### config.mk
export PLATFORM = sky130hd
export DESIGN_NAME = binary_to_decimal_ascii
export DESIGN_NICKNAME = d
export VERILOG_FILES = /design/src/rtl/core/b2d_pkg.sv /design/src/rtl/core/binary_to_decimal_ascii.sv /design/src/rtl/core/b2d_dabble.sv
export SDC_FILE = /design/constraint.sdc
export NUM_CORES = 1
export LEC_CHECK = 0
export ABC_AREA = 1
export BUFFER_PORTS_ARGS = -buffer_cell sky130_fd_sc_hd__buf_4
export CORE_UTILIZATION = 58
export DETAILED_ROUTE_END_ITERATION = 10
export PLACE_DENSITY = 0.85
export SYNTH_ARGS = -nofsm -noshare
export SYNTH_HDL_FRONTEND = slang
export SYNTH_SLANG_ARGS = --single-unit
### constraint.sdc
create_clock -name i_clk -period 4.45 [get_ports i_clk]
set_input_delay 0 -clock i_clk [delete_from_list [all_inputs] [get_ports i_clk]]
set_output_delay 0 -clock i_clk [all_outputs]
set_load 0.01 [all_outputs]
### src/rtl/core/b2d_pkg.sv
// Shared types and constants for the binary to decimal ASCII converter.
`default_nettype none

package b2d_pkg;

    // Width of the value port, fixed by the interface.
    localparam int unsigned VALUE_PORT_W = 64;

    // Width of one ASCII digit word and the code of the character '0'.
    localparam int unsigned CHAR_W     = 6;
    localparam logic [CHAR_W-1:0] ASCII_ZERO = 6'd48;

    // Width of one BCD digit.
    localparam int unsigned BCD_W = 4;

    // Sequencer states.
    typedef enum logic [1:0] {
        S_IDLE,
        S_CONV,
        S_SCAN,
        S_EMIT
    } t_state;

    // Commands from the sequencer to the shift-add-3 unit.
    typedef struct packed {
        logic load;
        logic step;
    } t_dab_ctrl;

endpackage

`default_nettype wire

### src/rtl/core/binary_to_decimal_ascii.sv
// Top level of the binary to decimal ASCII converter: sequencer and output stage.
//
// The input channel (i_value_valid, o_value_ready, i_value) takes one unsigned
// word; only its low VALUE_WIDTH bits are converted. The output channel
// (o_digit_valid, i_digit_ready, o_digit_char, o_last_digit) gives one word per
// decimal digit, most significant first, with leading zeros suppressed. Zero
// gives the single digit '0'. o_last_digit marks the least significant digit.
// Where the value has more digits than MAX_DIGITS, only the low MAX_DIGITS
// digits are given.
// Order of work: after acceptance the shift-add-3 unit shifts through every bit
// of the value, then the leading-zero scan walks down past suppressed digits,
// then one digit leaves per cycle while the receiver takes them. A new value is
// only accepted once the last digit of the value before it has been loaded into
// the output register, since the loop over the binary bits runs through the
// single adjust-and-shift unit. o_value_ready is high only in the idle state.
// A stalled receiver holds the output register and the sequencer waits in the
// emit state; nothing is lost. Reset clears the sequencer to idle and drops
// o_digit_valid; a word held in the output register at reset is discarded.
`default_nettype none

module binary_to_decimal_ascii #(
    parameter int unsigned VALUE_WIDTH = 64,
    parameter int unsigned MAX_DIGITS  = 20
) (
    input  wire logic                               i_clk,
    input  wire logic                               i_rst_n,
    input  wire logic                               i_value_valid,
    output logic                                    o_value_ready,
    input  wire logic [b2d_pkg::VALUE_PORT_W-1:0]   i_value,
    output logic                                    o_digit_valid,
    input  wire logic                               i_digit_ready,
    output logic      [b2d_pkg::CHAR_W-1:0]         o_digit_char,
    output logic                                    o_last_digit
);

    localparam int unsigned IDX_W = $clog2(MAX_DIGITS);
    localparam int unsigned CNT_W = $clog2(VALUE_WIDTH);
    localparam logic [IDX_W-1:0] IDX_TOP  = IDX_W'(MAX_DIGITS - 1);
    localparam logic [CNT_W-1:0] CNT_LAST = CNT_W'(VALUE_WIDTH - 1);

    b2d_pkg::t_state    r_state;
    b2d_pkg::t_state    n_state;
    logic [IDX_W-1:0]   r_idx;
    logic [IDX_W-1:0]   n_idx;
    logic [CNT_W-1:0]   r_cnt;
    logic [CNT_W-1:0]   n_cnt;
    logic               r_out_valid;
    logic               n_out_valid;
    logic [b2d_pkg::CHAR_W-1:0] r_out_char;
    logic [b2d_pkg::CHAR_W-1:0] n_out_char;
    logic               r_out_last;
    logic               n_out_last;
    logic               w_out_load;

    b2d_pkg::t_dab_ctrl         w_ctrl;
    logic [b2d_pkg::BCD_W-1:0]  w_digit;
    logic                       w_ovf;

    // The shared adjust-and-shift unit that holds the number while it is
    // turned into BCD, and reads back one digit chosen by the sequencer.
    b2d_dabble #(
        .VALUE_WIDTH (VALUE_WIDTH),
        .MAX_DIGITS  (MAX_DIGITS)
    ) u_dabble (
        .i_clk    (i_clk),
        .i_ctrl   (w_ctrl),
        .i_value  (i_value),
        .i_rd_idx (r_idx),
        .o_digit  (w_digit),
        .o_ovf    (w_ovf)
    );

    always_ff @(posedge i_clk) begin
        if (!i_rst_n) begin
            r_state     <= b2d_pkg::S_IDLE;
            r_idx       <= '0;
            r_cnt       <= '0;
            r_out_valid <= 1'b0;
        end else begin
            r_state     <= n_state;
            r_idx       <= n_idx;
            r_cnt       <= n_cnt;
            r_out_valid <= n_out_valid;
        end
    end

    // Output payload needs no reset: it is only looked at with o_digit_valid.
    always_ff @(posedge i_clk) begin
        r_out_char <= n_out_char;
        r_out_last <= n_out_last;
    end

    always_comb begin
        n_state       = r_state;
        n_idx         = r_idx;
        n_cnt         = r_cnt;
        w_ctrl        = '0;
        o_value_ready = 1'b0;
        w_out_load    = 1'b0;

        unique case (r_state)
            b2d_pkg::S_IDLE: begin
                o_value_ready = 1'b1;
                if (i_value_valid) begin
                    w_ctrl.load = 1'b1;
                    n_cnt       = '0;
                    n_state     = b2d_pkg::S_CONV;
                end
            end
            b2d_pkg::S_CONV: begin
                w_ctrl.step = 1'b1;
                n_cnt       = r_cnt + 1'b1;
                if (r_cnt == CNT_LAST) begin
                    n_idx   = IDX_TOP;
                    n_state = b2d_pkg::S_SCAN;
                end
            end
            b2d_pkg::S_SCAN: begin
                // Walk down past leading zero digits; the lowest digit always
                // goes out, so zero still gives one word. When the value had
                // more digits than are held, every held digit goes out, zeros
                // at the top included.
                if (w_digit == '0 && r_idx != '0 && !w_ovf) begin
                    n_idx = r_idx - 1'b1;
                end else begin
                    n_state = b2d_pkg::S_EMIT;
                end
            end
            b2d_pkg::S_EMIT: begin
                if (!r_out_valid || i_digit_ready) begin
                    w_out_load = 1'b1;
                    if (r_idx == '0) begin
                        n_state = b2d_pkg::S_IDLE;
                    end else begin
                        n_idx = r_idx - 1'b1;
                    end
                end
            end
            default: begin
                n_state = b2d_pkg::S_IDLE;
            end
        endcase
    end

    // Output register: a taken word clears valid, a new word sets it again.
    always_comb begin
        n_out_valid = r_out_valid;
        n_out_char  = r_out_char;
        n_out_last  = r_out_last;
        if (i_digit_ready) begin
            n_out_valid = 1'b0;
        end
        if (w_out_load) begin
            n_out_valid = 1'b1;
            n_out_char  = b2d_pkg::ASCII_ZERO + {2'b00, w_digit};
            n_out_last  = (r_idx == '0);
        end
    end

    assign o_digit_valid = r_out_valid;
    assign o_digit_char  = r_out_char;
    assign o_last_digit  = r_out_last;

    // A delivered word is always a decimal digit character.
    a_digit_range: assert property (@(posedge i_clk) disable iff (!i_rst_n)
        o_digit_valid |-> (o_digit_char >= 6'd48 && o_digit_char <= 6'd57))
        else $error("digit word outside '0' to '9'");

    // The final conversion step hands over to the scan at the top digit.
    a_conv_to_scan: assert property (@(posedge i_clk) disable iff (!i_rst_n)
        (r_state == b2d_pkg::S_CONV && r_cnt == CNT_LAST)
        |=> (r_state == b2d_pkg::S_SCAN && r_idx == IDX_TOP))
        else $error("conversion did not end in the scan at the top digit");

    // The word flagged as last is loaded only when the sequencer goes idle.
    a_last_then_idle: assert property (@(posedge i_clk) disable iff (!i_rst_n)
        (w_out_load && r_idx == '0) |=> (r_state == b2d_pkg::S_IDLE && o_last_digit))
        else $error("last digit did not end the run");

endmodule

`default_nettype wire

### src/rtl/core/b2d_dabble.sv
// Shift-add-3 unit: binary shift register, BCD register and digit read-out.
`default_nettype none

module b2d_dabble #(
    parameter int unsigned VALUE_WIDTH = 64,
    parameter int unsigned MAX_DIGITS  = 20
) (
    input  wire logic                                   i_clk,
    input  wire b2d_pkg::t_dab_ctrl                     i_ctrl,
    input  wire logic [b2d_pkg::VALUE_PORT_W-1:0]       i_value,
    input  wire logic [$clog2(MAX_DIGITS)-1:0]          i_rd_idx,
    output logic      [b2d_pkg::BCD_W-1:0]              o_digit,
    output logic                                        o_ovf
);

    localparam int unsigned BCD_TOTAL = MAX_DIGITS * b2d_pkg::BCD_W;

    logic [VALUE_WIDTH-1:0] r_bin;
    logic [VALUE_WIDTH-1:0] n_bin;
    logic [BCD_TOTAL-1:0]   r_bcd;
    logic [BCD_TOTAL-1:0]   n_bcd;
    logic [BCD_TOTAL-1:0]   w_adj;
    logic                   r_ovf;
    logic                   n_ovf;

    // Every digit of five or more gets three added before the shift, so that
    // doubling it carries correctly into the next digit. Carries only move
    // upwards, so dropping the digits above the top one leaves the rest exact.
    always_comb begin
        for (int i = 0; i < int'(MAX_DIGITS); i++) begin
            if (r_bcd[i*b2d_pkg::BCD_W +: b2d_pkg::BCD_W] >= 4'd5) begin
                w_adj[i*b2d_pkg::BCD_W +: b2d_pkg::BCD_W] =
                    r_bcd[i*b2d_pkg::BCD_W +: b2d_pkg::BCD_W] + 4'd3;
            end else begin
                w_adj[i*b2d_pkg::BCD_W +: b2d_pkg::BCD_W] =
                    r_bcd[i*b2d_pkg::BCD_W +: b2d_pkg::BCD_W];
            end
        end
    end

    // A carry that falls off the top digit means the value has more digits
    // than are held; it is kept until the next load.
    always_comb begin
        n_bin = r_bin;
        n_bcd = r_bcd;
        n_ovf = r_ovf;
        if (i_ctrl.load) begin
            n_bin = i_value[VALUE_WIDTH-1:0];
            n_bcd = '0;
            n_ovf = 1'b0;
        end else if (i_ctrl.step) begin
            n_bin = {r_bin[VALUE_WIDTH-2:0], 1'b0};
            n_bcd = {w_adj[BCD_TOTAL-2:0], r_bin[VALUE_WIDTH-1]};
            n_ovf = r_ovf | w_adj[BCD_TOTAL-1];
        end
    end

    always_ff @(posedge i_clk) begin
        r_bin <= n_bin;
        r_bcd <= n_bcd;
        r_ovf <= n_ovf;
    end

    assign o_digit = r_bcd[int'(i_rd_idx)*b2d_pkg::BCD_W +: b2d_pkg::BCD_W];
    assign o_ovf   = r_ovf;

endmodule

`default_nettype wire
==> impl_metrics.yaml <==
timing:
  tns_ns: 0
  worst_slew_pin_slew_ns: 0.899
  hold_ws_ns: 0.0559
  relSlewSlack: 0.401
  setup_viol: 0
  min_period_ns: 2.75
  rsz0062_at_grt: "no"
  skew_ns: 0.00912
  finalHoldViolations: 0
  fmax_mhz: 363
  timing.final.crit_share: 0.618
  maxSlewViolCount: 0
placement:
  routabilityCongestion: 0.804
  dp_hpwl_um: 12900
  port_buffers: 74
  placed_area_um2: 9530
global_route:
  antenna_found_initial: 0
  grt_overflow_total: 0
  grt_pass1_wl_um: 38700
  grt_max_degree: 81
  grt_pass1_vias: 8178
  track_usage: 0.307
synth:
  ys_top_cells_by_area: "edfxtp_1 23%, dfxtp_1 21%, nand2_1 14%, ha_1 6.6%, inv_1 5.8%"
  ys_seq_area_frac: 0.446
  post_synth_inst_count: 1143
  synthesis.area_um2: 8910
  synthFlopType: "dfxtp_1"
  synth.top_cell.area_share: 0.232
  ys_warn_count: 0
  yosysTopAreaCell: "edfxtp_1"
  avgSynthCellArea_um2: 7.80
  synth.distinct_cells: 39
  synth_edf_count: 69
  ys_async_sr_fraction: 0
  ys_ff_latch: 164
power:
  p_leak_nw: 4.80
  ir_drop_v: 0.000314
  powerDensity_nw_per_um2: 506
critical_path:
  r2r_cells: 6
  worstSetupPathDepth: 6
  crit_path_max_incr_delay_ns: 0.80
  critPathCapture: "u_dabble.r_bin[3]$_DFFE_PP_"
  reg2reg_from: "r_state[0]$_SDFFE_PN0P_"
  worst_ep_arrival_time_ns: 2.81
  r2r_end: "u_dabble.r_bin[3]$_DFFE_PP_"
  path_buf_inv: 3
  critPathLaunch: "r_state[0]$_SDFFE_PN0P_"
  critical_path.max_fanout: 75
  crit_path_end_kind: "register"
  path_class: "reg2reg"
  path_cells: "inv_1 -> ha_1 -> nand2_4 -> nand2_4 -> buf_4 -> buf_4"
  required_ns: 4.51
  rrSetupSlack_ns: 1.70
  cp_slowest_cell: "buf_4"
  cp_top_family: "buffers and inverters"
  crit_path_start_kind: "register"
final_layout:
  multiInputGateArea_um2: 4170
  final_cell_mix: "325 x nand2_1, 137 x inv_1, 95 x dfxtp_1"
  stdcell_area_um2: 10700
  final_common_cell: "nand2_1"
  diodes: 0
  seq_area_um2: 3970
  fillers: 1025
  drive_above_1_share: 0.115
  area_growth_pct: 20.5
  nNetsFinal: 1374
floorplan:
  die_x_um: 126
  start_util: 0.604
  coreArea_um2: 14800
  io_pins: 77
  rows: 44
  die-area_um2: 15900
  die_h_um: 126
routing:
  antenna_left: 0
  avgViaCountPerCell: 5.68
  routedWlPerCell_um: 16.2
  finalWirelength_um: 23600
  drc: 0
  drtPass1Iterations: 5
  num_vias: 8276
  drtIter0Drc: 719
clock_tree:
  cts_buffer_depth: 2
  root_buffer: "clkbuf_16"
  worstSkewPairLatency_ns: 0.44
  cts_buffers: 17
  cts_resized: 0
  h-tree-depth: 4
  clock_sinks: 164
  cts_setup_buffers: 0
  clk_pin_slew_ns: 0.06
  cts_tree: "done"
outcome:
  status: "complete, no violations"
job:
  maxCapViolCount: 0
min_path:
  hold_path_class: "in2reg"
[power breakdown]
group	switching, mW	internal, mW
combinational	1.24	0.532
sequential	0.154	2.09
clock	0.650	0.771
[synthesized netlist by cell type (all sizes together), types with 2 or more instances]
library cell and n:
a211oi 3, a21oi 59, buf 19, clkbuf 33, dfxtp 95, edfxtp 69, ha 47, inv 140
nand2 330, nand3 73, nand4 3, nor2 67, nor3 4, o211ai 5, o21ai 84, o22ai 19
o31ai 20, o32ai 32, or2 19, xnor2 2, xor2 14
[per-layer routing]
layer | vias up | GRT usage | part of all wire
met1 | 3856 | 0.358 | 0.41
li1 | 4017 | - | -
met2 | 337 | 0.541 | 0.50
met4 | 0 | 0.171 | 0.034
met5 | - | 0 | 0
met3 | 66 | 0.0480 | 0.056
[worst min path at each step]
| stage | slack [ns] | depth (start not counted) | endpoint | start |
|---|---|---|---|---|
| after floorplan | 0.18 | 2 | u_dabble.r_bin[10]$_DFFE_PP_ | i_value[10] |
| after global placement | 0.26 | 3 | u_dabble.r_bin[7]$_DFFE_PP_ | i_value[7] |
| after detailed placement | 0.27 | 3 | u_dabble.r_bin[39]$_DFFE_PP_ | i_value[39] |
| after CTS | 0.05 | 5 | r_cnt[1]$_SDFFE_PN0P_ | i_value_valid |
| after global routing | 0.09 | 5 | r_cnt[1]$_SDFFE_PN0P_ | i_value_valid |
| final | 0.06 | 5 | r_cnt[1]$_SDFFE_PN0P_ | i_value_valid |
[through the flow]
stage	util	instances	power (mW)	worst slack, ns
after detailed placement	0.646	1358	3.86	1.75
after CTS	0.728	1456	5.32	1.71
final	0.728	1456	5.44	1.70
after floorplan	-	1144	3.45	1.05
after global placement	0.646	1358	3.81	1.78
after global routing	0.728	1456	5.72	1.52
[registers in the layout, summed over array words and instances, names as in the netlist]
| register | flops |
|---|---|
| r_cnt | 6 |
| u_dabble.o_ovf | 1 |
| r_idx | 5 |
| u_dabble.r_bcd | 80 |
| r_state | 2 |
| o_digit_valid | 1 |
| o_last_digit | 1 |
| o_digit_char | 4 |
| u_dabble.r_bin | 64 |
[worst reg2reg max path, delay by kind of cell, from the launching register on]
| kind | cells | cell delay [ns] |
|---|---|---|
| buffers and inverters | 3 | 1.39 |
| and+or+nand+nor | 2 | 0.33 |
| DFF | 1 | 0.33 |
| adders and majority gates | 1 | 0.28 |
[cells by family (layout without fill, tap and decap cells)]
logic type,after synthesis,count (layout),share of synthesized area
and+or+nand+nor,499,499,0.231
buffers and inverters,192,320,0.0891
DFF,164,164,0.446
adders and majority gates,47,47,0.0660
AOI/OAI and AO/OA,224,224,0.152
xor gates and xnor gates,16,16,0.0157
other,1,2,0.000421
[timing repair]
| action | 4_1_cts | 5_1_grt |
|---|---|---|
| endpoints found under the setup margin | 0 | 0 |
| hold endpoints to repair | 75 | 0 |
| hold buffers | 66 | 0 |
[cell type report]
class	count	share of cell area
clock buffer	17	0.0396
clock inverter	15	0.0120
inverter	140	0.0491
multi-input combinational	788	0.388
sequential	164	0.370
tap	184	0.0214
timing repair buffer	148	0.120
Power figures use the tool's default switching activity.
